===== config.mk =====
export PLATFORM = sky130hd
export DESIGN_NAME = uncommented_range_finder
export DESIGN_NICKNAME = d
export VERILOG_FILES = /design/src/sv/urf_pkg.sv /design/src/sv/uncommented_range_finder.sv
export SDC_FILE = /design/constraint.sdc
export NUM_CORES = 1
export LEC_CHECK = 0
export ABC_AREA = 1
export BUFFER_PORTS_ARGS = -buffer_cell sky130_fd_sc_hd__buf_2
export CAP_MARGIN = 20
export CELL_PAD_IN_SITES_DETAIL_PLACEMENT = 0
export CELL_PAD_IN_SITES_GLOBAL_PLACEMENT = 1
export CORE_ASPECT_RATIO = 0.8
export CORE_MARGIN = 5
export CORE_UTILIZATION = 43
export DETAILED_ROUTE_END_ITERATION = 6
export PLACE_DENSITY = 0.91
export SLEW_MARGIN = 20
export SYNTH_ARGS = -nofsm -noshare
export SYNTH_HDL_FRONTEND = slang
export SYNTH_SLANG_ARGS = --single-unit

===== constraint.sdc =====
create_clock -name clk -period 10.8 [get_ports clk]
set_input_delay 0.54 -clock clk [delete_from_list [all_inputs] [get_ports clk]]
set_output_delay 0.54 -clock clk [all_outputs]
set_load 0.05 [all_outputs]

===== src/sv/urf_pkg.sv =====
// Package for the uncommented range finder: widths, characters, register map.
// Used by uncommented_range_finder and urf_checker; depends on nothing.
package urf_pkg;

    localparam int POS_BITS   = 24;
    localparam int FIELD_BITS = 24;
    localparam int CMP_BITS   = (POS_BITS > FIELD_BITS) ? POS_BITS : FIELD_BITS;
    localparam int ADDR_BITS  = 3;
    localparam int DATA_BITS  = 32;

    localparam logic [POS_BITS-1:0]   POS_MAX         = {POS_BITS{1'b1}};
    localparam logic [FIELD_BITS-1:0] MIN_WIDTH_RESET = FIELD_BITS'(17);

    // Characters of interest
    localparam logic [7:0] CH_SLASH   = 8'h2F;
    localparam logic [7:0] CH_STAR    = 8'h2A;
    localparam logic [7:0] CH_NEWLINE = 8'h0A;

    // Register index (word address = paddr[ADDR_BITS-1:2])
    localparam logic [ADDR_BITS-3:0] REG_MIN_WIDTH = '0;

    typedef logic [POS_BITS-1:0]   pos_t;
    typedef logic [FIELD_BITS-1:0] field_t;

    // Result word: start in the low half, end in the high half
    typedef struct packed {
        field_t range_end;
        field_t range_start;
    } range_t;

    // Saturating increment of a position
    function automatic pos_t sat_inc(input pos_t v);
        return (v == POS_MAX) ? POS_MAX : v + POS_BITS'(1);
    endfunction

endpackage


===== src/sv/uncommented_range_finder.sv =====
// Uncommented range finder: one byte per clock unless a result stalls; uses urf_pkg.
// A range appears on m_tvalid the cycle after the byte that closes it.
// It takes one byte per clock, the whole scan state being updated per byte;
// s_tready drops only while a held result is not taken.
// Reset (rst_n low, async): scan state cleared, range open at 0,
// min_range_width back to 17, no result pending.
module uncommented_range_finder
(
    input  logic        clk,
    input  logic        rst_n,
    // Input stream
    input  logic        s_tvalid,
    output logic        s_tready,
    input  logic [7:0]  s_tdata,   // [7:0] text_byte
    input  logic        s_tlast,   // is_last
    // Result stream
    output logic        m_tvalid,
    input  logic        m_tready,
    output logic [2*urf_pkg::FIELD_BITS-1:0] m_tdata, // [23:0] range_start, [47:24] range_end
    // Configuration
    input  logic        psel,
    input  logic        penable,
    input  logic        pwrite,
    input  logic [urf_pkg::ADDR_BITS-1:0] paddr,
    input  logic [urf_pkg::DATA_BITS-1:0] pwdata,
    output logic [urf_pkg::DATA_BITS-1:0] prdata,
    output logic        pready
);

    // Scan state
    urf_pkg::pos_t   pos_reg, pos_next;
    urf_pkg::pos_t   start_reg, start_next;
    logic            open_reg, open_next;
    logic            slash_reg, slash_next;
    logic            inside_reg, inside_next;
    logic            block_reg, block_next;
    logic            star_reg, star_next;

    urf_pkg::field_t  min_width_reg;
    logic             out_valid_reg, out_valid_next;
    urf_pkg::range_t  out_data_reg, out_data_next;

    logic            accept;
    logic            cfg_write;
    logic            comment_open;
    logic            do_close;
    logic            close_open;
    urf_pkg::pos_t   close_start;
    urf_pkg::pos_t   close_end;
    urf_pkg::pos_t   end_clamped;
    urf_pkg::pos_t   pos_inc;
    urf_pkg::pos_t   pos_dec;
    urf_pkg::pos_t   range_width;
    logic            report;
    // State after the byte itself, before the end-of-file close
    urf_pkg::pos_t   mid_start;
    logic            mid_open;

    assign accept    = s_tvalid && s_tready;
    assign s_tready  = !out_valid_reg || m_tready;
    assign m_tvalid  = out_valid_reg;
    assign m_tdata   = out_data_reg;
    assign pready    = 1'b1;
    assign cfg_write = psel && penable && pwrite && pready;

    // Register read
    always_comb
    begin
        prdata = '0;
        if (paddr[urf_pkg::ADDR_BITS-1:2] == urf_pkg::REG_MIN_WIDTH)
        begin
            prdata = urf_pkg::DATA_BITS'(min_width_reg);
        end
    end

    // Comment tracking for one byte
    always_comb
    begin
        pos_inc      = urf_pkg::sat_inc(pos_reg);
        pos_dec      = (pos_reg != '0) ? pos_reg - urf_pkg::POS_BITS'(1) : '0;
        slash_next   = slash_reg;
        inside_next  = inside_reg;
        block_next   = block_reg;
        star_next    = star_reg;
        mid_start    = start_reg;
        mid_open     = open_reg;
        comment_open = 1'b0;

        if (inside_reg)
        begin
            if (block_reg)
            begin
                if (star_reg && s_tdata == urf_pkg::CH_SLASH)
                begin
                    inside_next = 1'b0;
                    block_next  = 1'b0;
                    star_next   = 1'b0;
                    mid_start   = pos_inc;
                    mid_open    = 1'b1;
                end
                else
                begin
                    star_next = (s_tdata == urf_pkg::CH_STAR);
                end
            end
            else if (s_tdata == urf_pkg::CH_NEWLINE)
            begin
                inside_next = 1'b0;
                mid_start   = pos_inc;
                mid_open    = 1'b1;
            end
        end
        else if (slash_reg)
        begin
            slash_next = 1'b0;
            if (s_tdata == urf_pkg::CH_STAR || s_tdata == urf_pkg::CH_SLASH)
            begin
                inside_next  = 1'b1;
                block_next   = (s_tdata == urf_pkg::CH_STAR);
                star_next    = 1'b0;
                comment_open = 1'b1;
                mid_open     = 1'b0;
            end
        end
        else if (s_tdata == urf_pkg::CH_SLASH)
        begin
            slash_next = 1'b1;
        end
    end

    // Range close: at a comment opener, else at the last byte
    always_comb
    begin
        do_close    = comment_open || s_tlast;
        close_open  = comment_open ? open_reg  : mid_open;
        close_start = comment_open ? start_reg : mid_start;
        close_end   = comment_open ? pos_dec   : pos_inc;
        end_clamped = (close_end < close_start) ? close_start : close_end;
        range_width = end_clamped - close_start;
        report      = do_close && close_open &&
                      (urf_pkg::CMP_BITS'(range_width) >=
                       urf_pkg::CMP_BITS'(min_width_reg));
    end

    // Next state and result register
    always_comb
    begin
        pos_next       = pos_reg;
        start_next     = start_reg;
        open_next      = open_reg;
        out_valid_next = out_valid_reg;
        out_data_next  = out_data_reg;

        if (accept)
        begin
            out_valid_next = report;
            if (report)
            begin
                out_data_next.range_start = urf_pkg::FIELD_BITS'(close_start);
                out_data_next.range_end   = urf_pkg::FIELD_BITS'(end_clamped);
            end
            pos_next   = pos_inc;
            start_next = mid_start;
            open_next  = mid_open;
        end
        else if (m_tready)
        begin
            out_valid_next = 1'b0;
        end
    end

    // State registers; the last byte rearms the scanner
    always_ff @(posedge clk or negedge rst_n)
    begin
        if (!rst_n)
        begin
            pos_reg       <= '0;
            start_reg     <= '0;
            open_reg      <= 1'b1;
            slash_reg     <= 1'b0;
            inside_reg    <= 1'b0;
            block_reg     <= 1'b0;
            star_reg      <= 1'b0;
            out_valid_reg <= 1'b0;
            min_width_reg <= urf_pkg::MIN_WIDTH_RESET;
        end
        else
        begin
            out_valid_reg <= out_valid_next;
            if (accept && s_tlast)
            begin
                pos_reg    <= '0;
                start_reg  <= '0;
                open_reg   <= 1'b1;
                slash_reg  <= 1'b0;
                inside_reg <= 1'b0;
                block_reg  <= 1'b0;
                star_reg   <= 1'b0;
            end
            else if (accept)
            begin
                pos_reg    <= pos_next;
                start_reg  <= start_next;
                open_reg   <= open_next;
                slash_reg  <= slash_next;
                inside_reg <= inside_next;
                block_reg  <= block_next;
                star_reg   <= star_next;
            end
            if (cfg_write && paddr[urf_pkg::ADDR_BITS-1:2] == urf_pkg::REG_MIN_WIDTH)
            begin
                min_width_reg <= pwdata[urf_pkg::FIELD_BITS-1:0];
            end
        end
    end

    // Result payload, no reset needed
    always_ff @(posedge clk)
    begin
        out_data_reg <= out_data_next;
    end

endmodule


**After elaboration in Yosys (flattened, before gate mapping)**

Index checks and enable logic that the tools add are counted.

- Add/sub/neg operators: 3
- $mul: 0
- Div/mod/pow operators: 0
- $lt $le $gt $ge: 2
- Equality and inequality tests: 6
- Shift-type cells: 0
- Mux-type cells: 52
- Bitwise logic cells: 1
- Reductions and logical operators: 21

Operators by type and width:

| kind | number |
|---|---|
| $mux W24 | 14 |
| $mux W1 | 38 |
| $add A24 B1 Y24 const B | 1 |
| $eq A24 B24 Y1 const B | 1 |
| $ge A24 B24 Y1 | 1 |
| $lt A24 B24 Y1 | 1 |
| $reduce_bool A24 Y1 | 1 |
| $sub A24 B1 Y24 const B | 1 |
| $sub A24 B24 Y24 | 1 |
| $eq A8 B6 Y1 const B | 2 |
| $eq A8 B4 Y1 const B | 1 |
| $logic_and A1 B1 Y1 | 8 |
| $reduce_bool A3 Y1 | 2 |
| $reduce_and A2 Y1 | 2 |
| $reduce_and A4 Y1 | 1 |
| $reduce_bool A2 Y1 | 2 |
| $logic_or A1 B1 Y1 | 3 |
| $ne A3 B1 Y1 const B | 1 |
| $reduce_and A3 Y1 | 1 |
| $ne A2 B1 Y1 const B | 1 |
| $logic_not A1 Y1 | 1 |
| $not A1 Y1 | 1 |

- Register bits after elaboration: 126
- Bits in latches: 0
- Memory bits (writable): 0
- ROM bits: 0
- Bits of input ports: 51
- Word-level logic and storage cells: 96
- Memories: 0

**Logic depth before layout (Yosys ltp)**

- Depth in word-level cells: 12
- Gate-level depth with buffers: 51
- Depth with buffers taken out: 50

**Worst setup path before layout**

No wires, ideal clock.

- Path type: reg-to-reg
- From: register pos_reg[0]
- To: register out_data_reg (netlist bit m_tdata[0]) (enable)
- Setup time: 0.454 ns
- Arrival: 8.314 ns
- Path slack: 2.032 ns
- Stages on the path, launching flop included: 48
- Buffers on the path: 1
- Period minus slack after synthesis: 8.768 ns
- Cell sequence: dfrtp_1 > ha_1 > nand2_1 > nor2_2 > nand2_4 > nor4_4 > inv_2 > nor2_1 > inv_2 > nor2_2 > inv_1 > nor2_1 > inv_1 > o21ai_0 > o21bai_1 > nand2_1 > o21ai_2 > inv_2 > (+12 left out) > o21ai_0 > a21oi_1 > o21ai_0 > a21boi_0 > o21ai_1 > a21oi_1 > o21ai_2 > a21oi_1 > xor2_1 > ha_1 > nand2_1 > inv_1 > nand3_1 > nor3_1 > nand3_1 > nand3_1 > a31oi_1 > nor2_1

- Cells in the longest elaborated chain, start to end: 12

Ends and longest elaborated chain:

| item | line | text |
|---|---|---|
| start, declared | uncommented_range_finder.sv:31 | `urf_pkg::pos_t pos_reg, pos_next;` |
| start signal, assigned | uncommented_range_finder.sv:202 | `pos_reg <= pos_next;` |
| $add A24 B1 Y24 / $eq A24 B24 Y1 (equally long branches) | urf_pkg.sv:33 | `return (v == POS_MAX) ? POS_MAX : v + POS_BITS'(1);` |
| $mux W24 (*) | urf_pkg.sv:33 |  |
| $mux W24, on equally long branches | uncommented_range_finder.sv:106, uncommented_range_finder.sv:93 |  |
| $mux W24 (*) | uncommented_range_finder.sv:91 | `if (block_reg)` |
| $mux W24 (*) | uncommented_range_finder.sv:89 | `if (inside_reg)` |
| $mux W24 (*) | uncommented_range_finder.sv:136 | `close_start = comment_open ? start_reg : mid_start;` |
| named net close_start[15] | uncommented_range_finder.sv:48 | `urf_pkg::pos_t close_start;` |
| $lt A24 B24 Y1 | uncommented_range_finder.sv:138 | `end_clamped = (close_end < close_start) ? close_start : close_end;` |
| $mux W24 | uncommented_range_finder.sv:138 |  |
| $sub A24 B24 Y24 (*) | uncommented_range_finder.sv:139 | `range_width = end_clamped - close_start;` |
| $ge A24 B24 Y1 (*) | uncommented_range_finder.sv:141 | `(urf_pkg::CMP_BITS'(range_width) >=` |
| $logic_and A1 B1 Y1 (*) | uncommented_range_finder.sv:140 | `report = do_close && close_open &&` |
| $reduce_and A2 Y1 (no source line) (*) | - |  |
| end signal, assigned | uncommented_range_finder.sv:220 | `out_data_reg <= out_data_next;` |
| end, declared | uncommented_range_finder.sv:41 | `urf_pkg::range_t out_data_reg, out_data_next;` |

The timed path passes the listed nets; every way through them passes the cells marked *.
A chain may end at the register's enable or synchronous reset.

**Worst setup path in the final report**

- From: register pos_reg[0]
- To: register out_data_reg (netlist bit m_tdata[38]) (enable)

- Cells in the longest elaborated chain, start to end: 12

Ends and longest elaborated chain:

| item | line |
|---|---|
| $add A24 B1 Y24 / $eq A24 B24 Y1 (equally long branches) | urf_pkg.sv:33 |
| $mux W24 | urf_pkg.sv:33 |
| $mux W24, on equally long branches | uncommented_range_finder.sv:106, uncommented_range_finder.sv:93 |
| $mux W24 | uncommented_range_finder.sv:91 |
| $mux W24 | uncommented_range_finder.sv:89 |
| $mux W24 | uncommented_range_finder.sv:136 |
| $lt A24 B24 Y1 | uncommented_range_finder.sv:138 |
| $mux W24 | uncommented_range_finder.sv:138 |
| $sub A24 B24 Y24 (*) | uncommented_range_finder.sv:139 |
| $ge A24 B24 Y1 (*) | uncommented_range_finder.sv:141 |
| $logic_and A1 B1 Y1 (*) | uncommented_range_finder.sv:140 |
| $reduce_and A2 Y1 (no source line) (*) | - |

Mark *: on every way between the ends. The rest lies on a longest branch, timed or not.

==> reports/metrics.cfg <==
[detailed_routing]
via_per_inst = 5.23
vias = 7821
drt-initial-drc-count = 675
ant_nets = 0
routedWlPerCell_microns = 15.7
wl_mm = 23.5
first_pass_iters = 5
post-route-drc-count = 0

[placement]
place_ws_ns = 1.60
numPortBuffers = 114
place_congestion = 0.894
dpl.hpwl_mm = 17.1

[setup_path]
crit_fanout = 48
crit_arrival_ns = 9.50
endpoint_kind = flip-flop
cpMostUsedCell = a21oi_1
crit_type = flip-flop to flip-flop
cpPeakStageDelay_ns = 0.53
crit_required_ns = 10.86
cp-start-kind = flip-flop
slowest_stage = buf_4

[pwr]
p_leak_nw = 5.15
max-vdd-ir-drop_mv = 0.131
pwr_density_cell_nw_per_um2 = 191

[synth]
synth_common_cells = nand2_1 (201), inv_1 (151), nor2_1 (111)
syn_area_per_cell_sq_um = 7.91
synth_area_leaders = dfrtp_1 (21%), edfxtp_1 (16%), ha_1 (10%), nand2_1 (8.6%), inv_1 (6.4%)
yosysUniqueCellTypes = 52
synth_top_cell_by_area = dfrtp_1
synth_top_area_share_pct = 21.3
ys_seq_area_share_pct = 38.5
synth_seq_cells = 126
yosysMostFrequentCell = nand2_1
ys_warn_count = 0
syn_inst = 1115
synth_edf_count = 48
syn_area_sq_um = 8820
async_flop_share_pct = 61.9
synth_top_flop_cell = dfrtp_1

[layout]
insertedDiodeCount = 0
largest_reg_flops = 48
drive_gt1_share_pct = 18.2
syn_to_final_growth_pct = 15.9
nets = 1343
postLayoutCoreUtil_pct = 51.2

[global_routing]
grt_pass1_vias = 7439
grt_pass1_wl_mm = 38.2
antenna_found_initial = 0
grt_usage_pct = 19.9
grt_max_degree = 79
overflow = 0

[cts]
clockBufferDepth = 2
clkTransAtPathRegs_ns = 0.06
cts-root-buf = clkbuf_16
htreeDepth = 4
cts_buffers = 17
cts_tree = yes
cts_resized = 0
ctsHoldBuffers = 0
cts.sinks = 126
clk_latency_ns = 0.43
postCtsSetupBuffers = 0

[sta]
finClkSkew_ns = 0.00771
slew_violations = 0
slew_headroom_pct = 34.0
clock.fmax_mhz = 106
fin_ws_ns = 1.37
tightest_slew_ns = 0.986
rsz0062_at_grt = false
setup_tns_ns = 0
finalHoldViolCount = 0
fin_crit_ns = 9.43
finalSetupViolCount = 0
period_share_pct = 87.4

[outcome]
run_status = finished, final reports clean

[floorplan]
die_height_microns = 138
io_pins = 134
start_util_pct = 44.1
rows = 46
dieArea_sq_um = 23500
core_sq_um = 20000
die_w_microns = 170

[job]
maxCapViolCount = 0

[worst_hold_path]
hold_class = input pin to asynchronous set/reset pin

[kinds of logic after synthesis]
logic type	share of synthesized area [%]
AO/OA/AOI/OAI	16.6
other	0.0852
adder cells (fa/ha/maj)	10.4
AND/OR/NAND/NOR	20.4
XOR/XNOR	4.07
flip-flops	38.5
buffers and inverters	9.90
[worst paths after layout]
kind                       startpoint          endpoint  slack [ns]  cells past startpoint
max                        pos_reg[0]       m_tdata[38]        1.37                     42
max in group asynchronous       rst_n        inside_reg       10.12                      1
max reg2reg                pos_reg[0]       m_tdata[38]        1.37                     42
min reg2reg                  open_reg          open_reg        0.48                      2
min                             rst_n  min_width_reg[5]        0.15                      1
min in group clk            pwdata[4]  min_width_reg[4]        0.34                      3
[metal layers]
metal	global-route usage [%]	share of wire, %
met1	29.3	48
met2	30.2	44
met3	4.27	6.3
met4	4.50	1.3
met5	0	0
[placed cells by master (no fill, tap or decap), types with 5 or more instances in the layout]
cell type and n:
nand2_1 200, inv_1 151, nand2_2 9, a211oi_1 5
clkbuf_16 17, edfxtp_1 48, nand4_1 15, a21oi_1 82
o21ai_1 12, o21ai_2 19, nand3_1 39, ha_1 72
xnor2_1 9, conb_1 9, dfrtp_1 75, nor2_1 110
xor2_1 32, nor2_2 8, nor3_1 10, o21ai_0 63
buf_2 113, o22ai_1 50, buf_4 12, inv_2 9
a31oi_1 5
[critical path: cells and delay by family (launching register included)]
kind	cells	cell delay (ns)
xor+xnor	1	0.15
fa+ha+maj	5	1.44
simple gates	12	2.29
compound gates	17	3.30
flops	1	0.47
buf+inv	7	1.38
[cell type report]
class                   instances  area, sq um
clock inverters                14          191
well taps                     264          330
fillers                      1919         9760
clock buffers                  18          439
inverters                     162          608
flip-flops and latches        126         3400
repair buffers                126          667
multi-input cells             786         4580
[per-stage QoR]
stage | instance area [sq um] | hold slack, ns | instances | power, mW
after floorplan | 8840 | 0.244 | 1122 | 1.19
after global placement | 9580 | 0.464 | 1464 | 1.32
after detailed placement | 9580 | 0.474 | 1464 | 1.34
after CTS | 10200 | 0.341 | 1496 | 1.96
after global routing | 10200 | 0.231 | 1496 | 2.08
final | 10200 | 0.146 | 1496 | 1.96
[power breakdown]
part,switching (mW),total (mW),internal [mW],leakage (nW)
clock,0.224,0.616,0.392,0.298
combinational,0.540,0.775,0.235,3.41
sequential,0.0173,0.564,0.547,1.45
No activity file was read; power rests on OpenSTA's default activity.
